File: src/rtl/rlpm_pkg.sv
// ----------------------------------------------------------------------------
// rlpm_pkg
// Shared types, constants and helpers for the longest prefix match route table.
// ----------------------------------------------------------------------------
package rlpm_pkg;

  localparam int ROUTE_ENTRIES = 16;
  localparam int IDX_W = (ROUTE_ENTRIES > 1) ? $clog2(ROUTE_ENTRIES) : 1;
  localparam int CNT_W = $clog2(ROUTE_ENTRIES + 1);

  // Request codes.
  localparam logic [1:0] REQ_ADD    = 2'd0;
  localparam logic [1:0] REQ_REMOVE = 2'd1;
  localparam logic [1:0] REQ_LOOKUP = 2'd2;

  // Status codes.
  localparam logic [1:0] STS_OK       = 2'd0;
  localparam logic [1:0] STS_FULL     = 2'd1;
  localparam logic [1:0] STS_NOTFOUND = 2'd2;

  typedef struct packed {
    logic [31:0] net;
    logic [31:0] mask;
    logic [31:0] hop;
    logic [3:0]  iface;
    logic [5:0]  ones;
  } route_entry_t;

  // Adder tree population count of a 32-bit mask.
  function automatic logic [5:0] popcount32(input logic [31:0] v);
    logic [1:0] l1 [16];
    logic [2:0] l2 [8];
    logic [3:0] l3 [4];
    logic [4:0] l4 [2];
    for (int i = 0; i < 16; i++) begin
      l1[i] = {1'b0, v[2*i]} + {1'b0, v[2*i+1]};
    end
    for (int i = 0; i < 8; i++) begin
      l2[i] = {1'b0, l1[2*i]} + {1'b0, l1[2*i+1]};
    end
    for (int i = 0; i < 4; i++) begin
      l3[i] = {1'b0, l2[2*i]} + {1'b0, l2[2*i+1]};
    end
    for (int i = 0; i < 2; i++) begin
      l4[i] = {1'b0, l3[2*i]} + {1'b0, l3[2*i+1]};
    end
    return {1'b0, l4[0]} + {1'b0, l4[1]};
  endfunction

endpackage

File: src/rtl/route_longest_prefix_match_core.sv
// An add or an unknown request goes from idle straight to the response step, which posts its
// result; a remove or lookup first scans the stored routes, and a remove that hits shifts them down.
// Requests are taken one at a time: the next is accepted once the sequencer is back in idle, and
// a previous result still stalled at the output holds the sequencer in the response step.
// Reset: rst_ni clears the route count and the sequencer; route storage is not cleared.
// ----------------------------------------------------------------------------
// route_longest_prefix_match_core
// IPv4 route table with add, remove and longest prefix match lookup requests,
// scanned sequentially through a single route memory.
// ----------------------------------------------------------------------------
module route_longest_prefix_match_core
  import rlpm_pkg::*;
(
  input  logic        clk_i,
  input  logic        rst_ni,

  input  logic        in_valid_i,
  output logic        in_stall_o,
  input  logic [1:0]  req_type_i,
  input  logic [31:0] ip_addr_i,
  input  logic [31:0] net_mask_i,
  input  logic [31:0] hop_addr_i,
  input  logic [3:0]  iface_in_i,

  output logic        out_valid_o,
  input  logic        out_stall_i,
  output logic [1:0]  status_o,
  output logic [31:0] hop_out_o,
  output logic [3:0]  iface_out_o,
  output logic [5:0]  prefix_len_o
);

  localparam logic [1:0] ST_IDLE  = 2'd0;
  localparam logic [1:0] ST_SCAN  = 2'd1;
  localparam logic [1:0] ST_SHIFT = 2'd2;
  localparam logic [1:0] ST_RESP  = 2'd3;

  logic [1:0]       state_q, state_d;
  logic [CNT_W-1:0] count_q, count_d;
  logic [CNT_W-1:0] scan_q, scan_d;
  logic             rd_vld_q, rd_vld_d;
  logic [CNT_W-1:0] rd_idx_q;
  route_entry_t     rd_data_q;

  logic [1:0]  req_q, req_d;
  logic [31:0] addr_q, addr_d;
  logic [31:0] mask_q, mask_d;
  logic        hit_q, hit_d;
  logic [31:0] best_hop_q, best_hop_d;
  logic [3:0]  best_iface_q, best_iface_d;
  logic [5:0]  best_ones_q, best_ones_d;

  logic        out_valid_q, out_valid_d;
  logic [1:0]  status_q, status_d;
  logic [31:0] hop_q, hop_d;
  logic [3:0]  iface_q, iface_d;
  logic [5:0]  plen_q, plen_d;

  route_entry_t mem_q [ROUTE_ENTRIES];
  logic         mem_we;
  logic [IDX_W-1:0] mem_waddr;
  route_entry_t mem_wdata;
  route_entry_t new_entry;

  logic accept;
  logic issue;
  logic out_free;
  logic [CNT_W-1:0] shift_dst;

  assign accept   = in_valid_i && !in_stall_o;
  assign out_free = !out_valid_q || !out_stall_i;
  assign shift_dst = rd_idx_q - CNT_W'(1);

  always_comb begin
    new_entry.net   = ip_addr_i;
    new_entry.mask  = net_mask_i;
    new_entry.hop   = hop_addr_i;
    new_entry.iface = iface_in_i;
    new_entry.ones  = popcount32(net_mask_i);
  end

  always_comb begin
    state_d      = state_q;
    count_d      = count_q;
    scan_d       = scan_q;
    req_d        = req_q;
    addr_d       = addr_q;
    mask_d       = mask_q;
    hit_d        = hit_q;
    best_hop_d   = best_hop_q;
    best_iface_d = best_iface_q;
    best_ones_d  = best_ones_q;
    out_valid_d  = out_valid_q && out_stall_i;
    status_d     = status_q;
    hop_d        = hop_q;
    iface_d      = iface_q;
    plen_d       = plen_q;
    mem_we       = 1'b0;
    mem_waddr    = count_q[IDX_W-1:0];
    mem_wdata    = new_entry;
    issue        = 1'b0;

    case (state_q)
      ST_IDLE: begin
        if (accept) begin
          req_d       = req_type_i;
          addr_d      = ip_addr_i;
          mask_d      = net_mask_i;
          hit_d       = 1'b0;
          best_ones_d = '0;
          scan_d      = '0;
          case (req_type_i)
            REQ_ADD: begin
              if (count_q != CNT_W'(ROUTE_ENTRIES)) begin
                mem_we  = 1'b1;
                count_d = count_q + CNT_W'(1);
                hit_d   = 1'b1;
              end
              state_d = ST_RESP;
            end
            REQ_REMOVE, REQ_LOOKUP: state_d = ST_SCAN;
            default: state_d = ST_RESP;
          endcase
        end
      end

      ST_SCAN: begin
        issue = scan_q < count_q;
        if (issue) begin
          scan_d = scan_q + CNT_W'(1);
        end
        if (rd_vld_q) begin
          if (req_q == REQ_REMOVE) begin
            // Reads already in flight continue straight into the shift phase.
            if (rd_data_q.net == addr_q && rd_data_q.mask == mask_q) begin
              hit_d   = 1'b1;
              state_d = ST_SHIFT;
            end
          end else if ((addr_q & rd_data_q.mask) == rd_data_q.net &&
                       (!hit_q || rd_data_q.ones > best_ones_q)) begin
            hit_d        = 1'b1;
            best_hop_d   = rd_data_q.hop;
            best_iface_d = rd_data_q.iface;
            best_ones_d  = rd_data_q.ones;
          end
        end
        if (!rd_vld_q && !issue) begin
          state_d = ST_RESP;
        end
      end

      ST_SHIFT: begin
        issue = scan_q < count_q;
        if (issue) begin
          scan_d = scan_q + CNT_W'(1);
        end
        if (rd_vld_q) begin
          mem_we    = 1'b1;
          mem_waddr = shift_dst[IDX_W-1:0];
          mem_wdata = rd_data_q;
        end
        if (!rd_vld_q && !issue) begin
          count_d = count_q - CNT_W'(1);
          state_d = ST_RESP;
        end
      end

      ST_RESP: begin
        if (out_free) begin
          out_valid_d = 1'b1;
          if (hit_q) begin
            status_d = STS_OK;
          end else if (req_q == REQ_ADD) begin
            status_d = STS_FULL;
          end else begin
            status_d = STS_NOTFOUND;
          end
          if (hit_q && req_q == REQ_LOOKUP) begin
            hop_d   = best_hop_q;
            iface_d = best_iface_q;
            plen_d  = best_ones_q;
          end else begin
            hop_d   = '0;
            iface_d = '0;
            plen_d  = '0;
          end
          state_d = ST_IDLE;
        end
      end

      default: state_d = ST_IDLE;
    endcase

    rd_vld_d = issue;
  end

  always_ff @(posedge clk_i or negedge rst_ni) begin
    if (!rst_ni) begin
      state_q     <= ST_IDLE;
      count_q     <= '0;
      rd_vld_q    <= 1'b0;
      out_valid_q <= 1'b0;
    end else begin
      state_q     <= state_d;
      count_q     <= count_d;
      rd_vld_q    <= rd_vld_d;
      out_valid_q <= out_valid_d;
    end
  end

  always_ff @(posedge clk_i) begin
    scan_q       <= scan_d;
    rd_idx_q     <= scan_q;
    req_q        <= req_d;
    addr_q       <= addr_d;
    mask_q       <= mask_d;
    hit_q        <= hit_d;
    best_hop_q   <= best_hop_d;
    best_iface_q <= best_iface_d;
    best_ones_q  <= best_ones_d;
    status_q     <= status_d;
    hop_q        <= hop_d;
    iface_q      <= iface_d;
    plen_q       <= plen_d;
  end

  // Route memory: one write port, one registered read port.
  always_ff @(posedge clk_i) begin
    if (mem_we) begin
      mem_q[mem_waddr] <= mem_wdata;
    end
    rd_data_q <= mem_q[scan_q[IDX_W-1:0]];
  end

  assign in_stall_o   = (state_q != ST_IDLE);
  assign out_valid_o  = out_valid_q;
  assign status_o     = status_q;
  assign hop_out_o    = hop_q;
  assign iface_out_o  = iface_q;
  assign prefix_len_o = plen_q;

  a_count_bound: assert property (@(posedge clk_i) disable iff (!rst_ni)
    count_q <= CNT_W'(ROUTE_ENTRIES))
    else $error("route count exceeds table size");

  a_shift_dst: assert property (@(posedge clk_i) disable iff (!rst_ni)
    (state_q == ST_SHIFT && rd_vld_q) |-> (rd_idx_q != '0))
    else $error("shift writes below entry zero");

  a_busy_after_accept: assert property (@(posedge clk_i) disable iff (!rst_ni)
    accept |=> in_stall_o)
    else $error("request accepted while sequencer stays idle");

  a_result_from_resp: assert property (@(posedge clk_i) disable iff (!rst_ni)
    $rose(out_valid_o) |-> $past(state_q == ST_RESP))
    else $error("result posted outside the response step");

endmodule
File: config.mk
export PLATFORM = sky130hd
export DESIGN_NAME = route_longest_prefix_match_core
export DESIGN_NICKNAME = d
export VERILOG_FILES = /design/src/rtl/rlpm_pkg.sv /design/src/rtl/route_longest_prefix_match_core.sv
export SDC_FILE = /design/constraint.sdc
export NUM_CORES = 2
export LEC_CHECK = 0
export BUFFER_PORTS_ARGS = -buffer_cell sky130_fd_sc_hd__buf_2
export CAP_MARGIN = 15
export CORE_MARGIN = 10
export CORE_UTILIZATION = 40
export CTS_CLUSTER_DIAMETER = 30
export DETAILED_ROUTE_END_ITERATION = 12
export PLACE_DENSITY = 0.67
export SLEW_MARGIN = 25
export SYNTH_ARGS = -nofsm -noshare
export SYNTH_HDL_FRONTEND = slang
export SYNTH_SLANG_ARGS = --single-unit
File: constraint.sdc
create_clock -name clk_i -period 8.2 [get_ports clk_i]
set_clock_uncertainty 0.1 [all_clocks]
set_input_delay 1.64 -clock clk_i [delete_from_list [all_inputs] [get_ports clk_i]]
set_output_delay 1.64 -clock clk_i [all_outputs]
set_load 0.005 [all_outputs]
==> flow_metrics.py <==
metrics = {
    "run_status": {
        "status": "completed",
    },
    "synthesis": {
        "synth_top_cell_area_share": 0.742,
        "netlist_area_um2": 75100,
        "yosys_register_bits": 1973,
        "synthTopCellsByCount": "edfxtp_1 (1854), mux4_2 (530), nand2_1 (220), dfxtp_1 (110), inv_1 (96)",
        "yosys.area.top_type": "edfxtp_1",
        "avgSynthCellArea_um2": 22.3,
        "synth_ff_type": "edfxtp_1",
        "netlist_instances": 3362,
        "ys_types": 51,
        "ys_warn_count": 0,
        "ys_async_sr_fraction": 0.00456,
        "synth_edf_count": 1854,
        "synth.most_common_cell": "edfxtp_1",
        "synth_area_leaders": "edfxtp_1 (74%), mux4_2 (16%), dfxtp_1 (2.9%), nand2_1 (1.1%), fa_1 (0.67%)",
        "syn_nets": 3520,
        "ys_seq_area_frac": 0.774,
    },
    "worst_setup_path": {
        "crit_path_frequent_cell": "fa_1",
        "cp-start-kind": "input pin",
        "crit_path_end_kind": "register",
        "critPathMaxStageDelay_ns": 0.59,
        "critPathMaxFanout": 16,
        "path_class": "in -> reg",
        "slowest_stage": "fa_1",
        "cp.arrival_ns": 6.74,
        "crit_required_ns": 8.66,
        "path_cells": "buf_2 > inv_1 > fa_1 > fa_1 > fa_1 > fa_1 > fa_1 > fa_1 > inv_1 > ha_1 > fa_1 > a21o_1 > a21oi_1 > xor2_1 > o21ai_2",
    },
    "pwr": {
        "p_int_w": 0.0263,
        "p_seq_frac": 0.379,
        "peakVddDrop_mv": 0.316,
        "p_sw_w": 0.0103,
        "p_comb_frac": 0.232,
        "power_density_nw_per_um2": 402,
        "clock_power_share": 0.389,
        "switching_share": 0.283,
        "p_leak_nw": 30.2,
    },
    "global_routing": {
        "grt_max_degree": 139,
        "grt_use_total": 0.177,
        "antenna_found_initial": 25,
        "overflow": 0,
        "grt_pass1_wl_um": 266000,
        "grt_pass1_vias": 37900,
    },
    "sta": {
        "finalSetupViolations": 0,
        "tns_ns": 0,
        "rsz0062_at_grt": "false",
        "period_share": 0.766,
        "whs_ns": 0.335,
        "slew_viol_final": 0,
        "hold_viol": 0,
        "worst_slew_pin_slew_ns": 1.09,
        "fmax_mhz": 159,
        "slew_headroom": 0.272,
        "layout_min_cycle_time_ns": 6.28,
    },
    "cts": {
        "cts_resized": 0,
        "cts_sinks": 1973,
        "hold_buffers": 0,
        "cts_setup_buffers": 0,
        "h-tree-depth": 5,
        "cts_made_buffers": 339,
        "path_clk_slew_ns": 0.05,
        "clock_latency_ns": 0.92,
        "cts_buffer_depth": 4,
        "cts_tree": "yes",
        "cts_root_buffer": "clkbuf_16",
    },
    "floorplan": {
        "rows": 158,
        "io_pins": 152,
        "die_h_um": 453,
        "initial_core_util": 0.404,
        "core_area_um2": 186000,
        "die_w_um": 453,
        "die-area_um2": 205000,
    },
    "placement": {
        "post-dp-hpwl_um": 95500,
        "place_congestion": 0.849,
        "io_buffers": 151,
    },
    "hold_path": {
        "hp-class": "reg -> reg",
    },
    "finish": {
        "syn_to_final_growth_pct": 21.3,
        "final_layout_size_suffix_gt1_frac": 0.339,
        "nFillCells": 14600,
        "nets": 3983,
        "multi_input_area_um2": 16100,
        "ff_latch_area_um2": 58100,
    },
    "drt": {
        "vias": 36000,
        "ant_nets": 0,
        "wl_per_cell_um": 27.8,
        "routed_wl_um": 183000,
        "viasPerCell": 5.47,
        "dr.pass1.iters": 8,
        "drt_iter0_drc": 3980,
        "drcViolationCount": 0,
    },
    "flow_run": {
        "cap_viol_max_count": 0,
    },
}
==> final cells by class <==
type                    instances  share of cell area
flip-flops and latches       1973               0.638
clock buffers                 396              0.0981
well taps                    2480              0.0341
repair buffers                269              0.0197
diodes                         11            0.000302
multi-input cells            1146               0.176
inverters                      96             0.00397
clock inverters               209              0.0293
==> registers in the layout, summed over array words and instances, names as in the netlist, 4 cells and up <==
register and flops:
addr_q 32, best_hop_q 32, best_iface_q 4, best_ones_q 6, count_q 5, hop_out_o 32
iface_out_o 4, mask_q 32, mem_q 1696, prefix_len_o 6, rd_data_q 106, rd_idx_q 4
scan_q 5
==> power by group through the flow <==
stage	logic (W)	registers [W]	clock network, W
2_1_floorplan	0.00595	0.0138	0
3_3_place_gp	0.00832	0.0140	0
3_5_place_dp	0.00845	0.0141	0
4_1_cts	0.00852	0.0139	0.0144
5_1_grt	0.00913	0.0139	0.0149
6_report	0.00848	0.0139	0.0142
==> cells by family (layout without fill, tap and decap cells) <==
group                      Yosys count  after routing  synth area share
xor gates and xnor gates            78             78           0.00910
DFF                               1973           1973             0.774
other                                0             11                 0
buffers and inverters              243            970            0.0143
AOI/OAI and AO/OA                  131            131            0.0110
muxes                              534            534             0.160
and+or+nand+nor                    351            351            0.0208
adders and majority gates           52             52            0.0112
==> through the flow <==
stage	setup WS (ns)	total power, W	util	instances	cell area, µm²
after global routing	1.87	0.0380	0.489	6578	91000
after global placement	0.519	0.0224	0.427	5963	79400
after detailed placement	0.744	0.0225	0.427	5963	79400
final	1.92	0.0366	0.489	6580	91100
after floorplan	0.669	0.0197	-	3362	75100
after CTS	1.66	0.0368	0.489	6568	91000
==> final timing paths <==
path                                         from                 endpoint  slack [ns]  depth (start not counted)
setup / recovery                    net_mask_i[3]    mem_q[1][4]$_DFFE_PP_        1.92                         15
hold / removal              rd_data_q[13]$_DFF_P_  best_hop_q[3]$_DFFE_PP_        0.33                          0
setup reg to reg           state_q[0]$_DFFE_PN0P_   mem_q[5][57]$_DFFE_PP_        3.57                          9
hold reg to reg             rd_data_q[13]$_DFF_P_  best_hop_q[3]$_DFFE_PP_        0.33                          0
max in group asynchronous                  rst_ni   count_q[4]$_DFFE_PN0P_        7.30                          1
min in group asynchronous                  rst_ni   state_q[0]$_DFFE_PN0P_        0.49                          1
==> cells in the final DEF (no fill, tap or decap), types with 54 or more instances in the layout <==
master,instances
edfxtp_1,1854
buf_4,106
mux4_2,530
o21ai_0,54
inv_1,95
clkbuf_16,345
buf_2,151
nand2_1,219
dfxtp_1,110
==> critical path, delay by kind of cell <==
kind / cells / cell delay, ns
XOR/XNOR: 1 / 0.39
adder cells (fa/ha/maj): 8 / 3.66
buffers and inverters: 3 / 0.42
AO/OA/AOI/OAI: 3 / 0.62
==> routing by layer <==
layer,up-vias,share of wire,track usage
met1,19100,0.38,0.228
met2,1600,0.51,0.294
met3,378,0.068,0.0316
met4,0,0.039,0.0765
li1,14900,-,-
met5,-,0,0
Note: power is estimated with default switching activity, not from simulation.
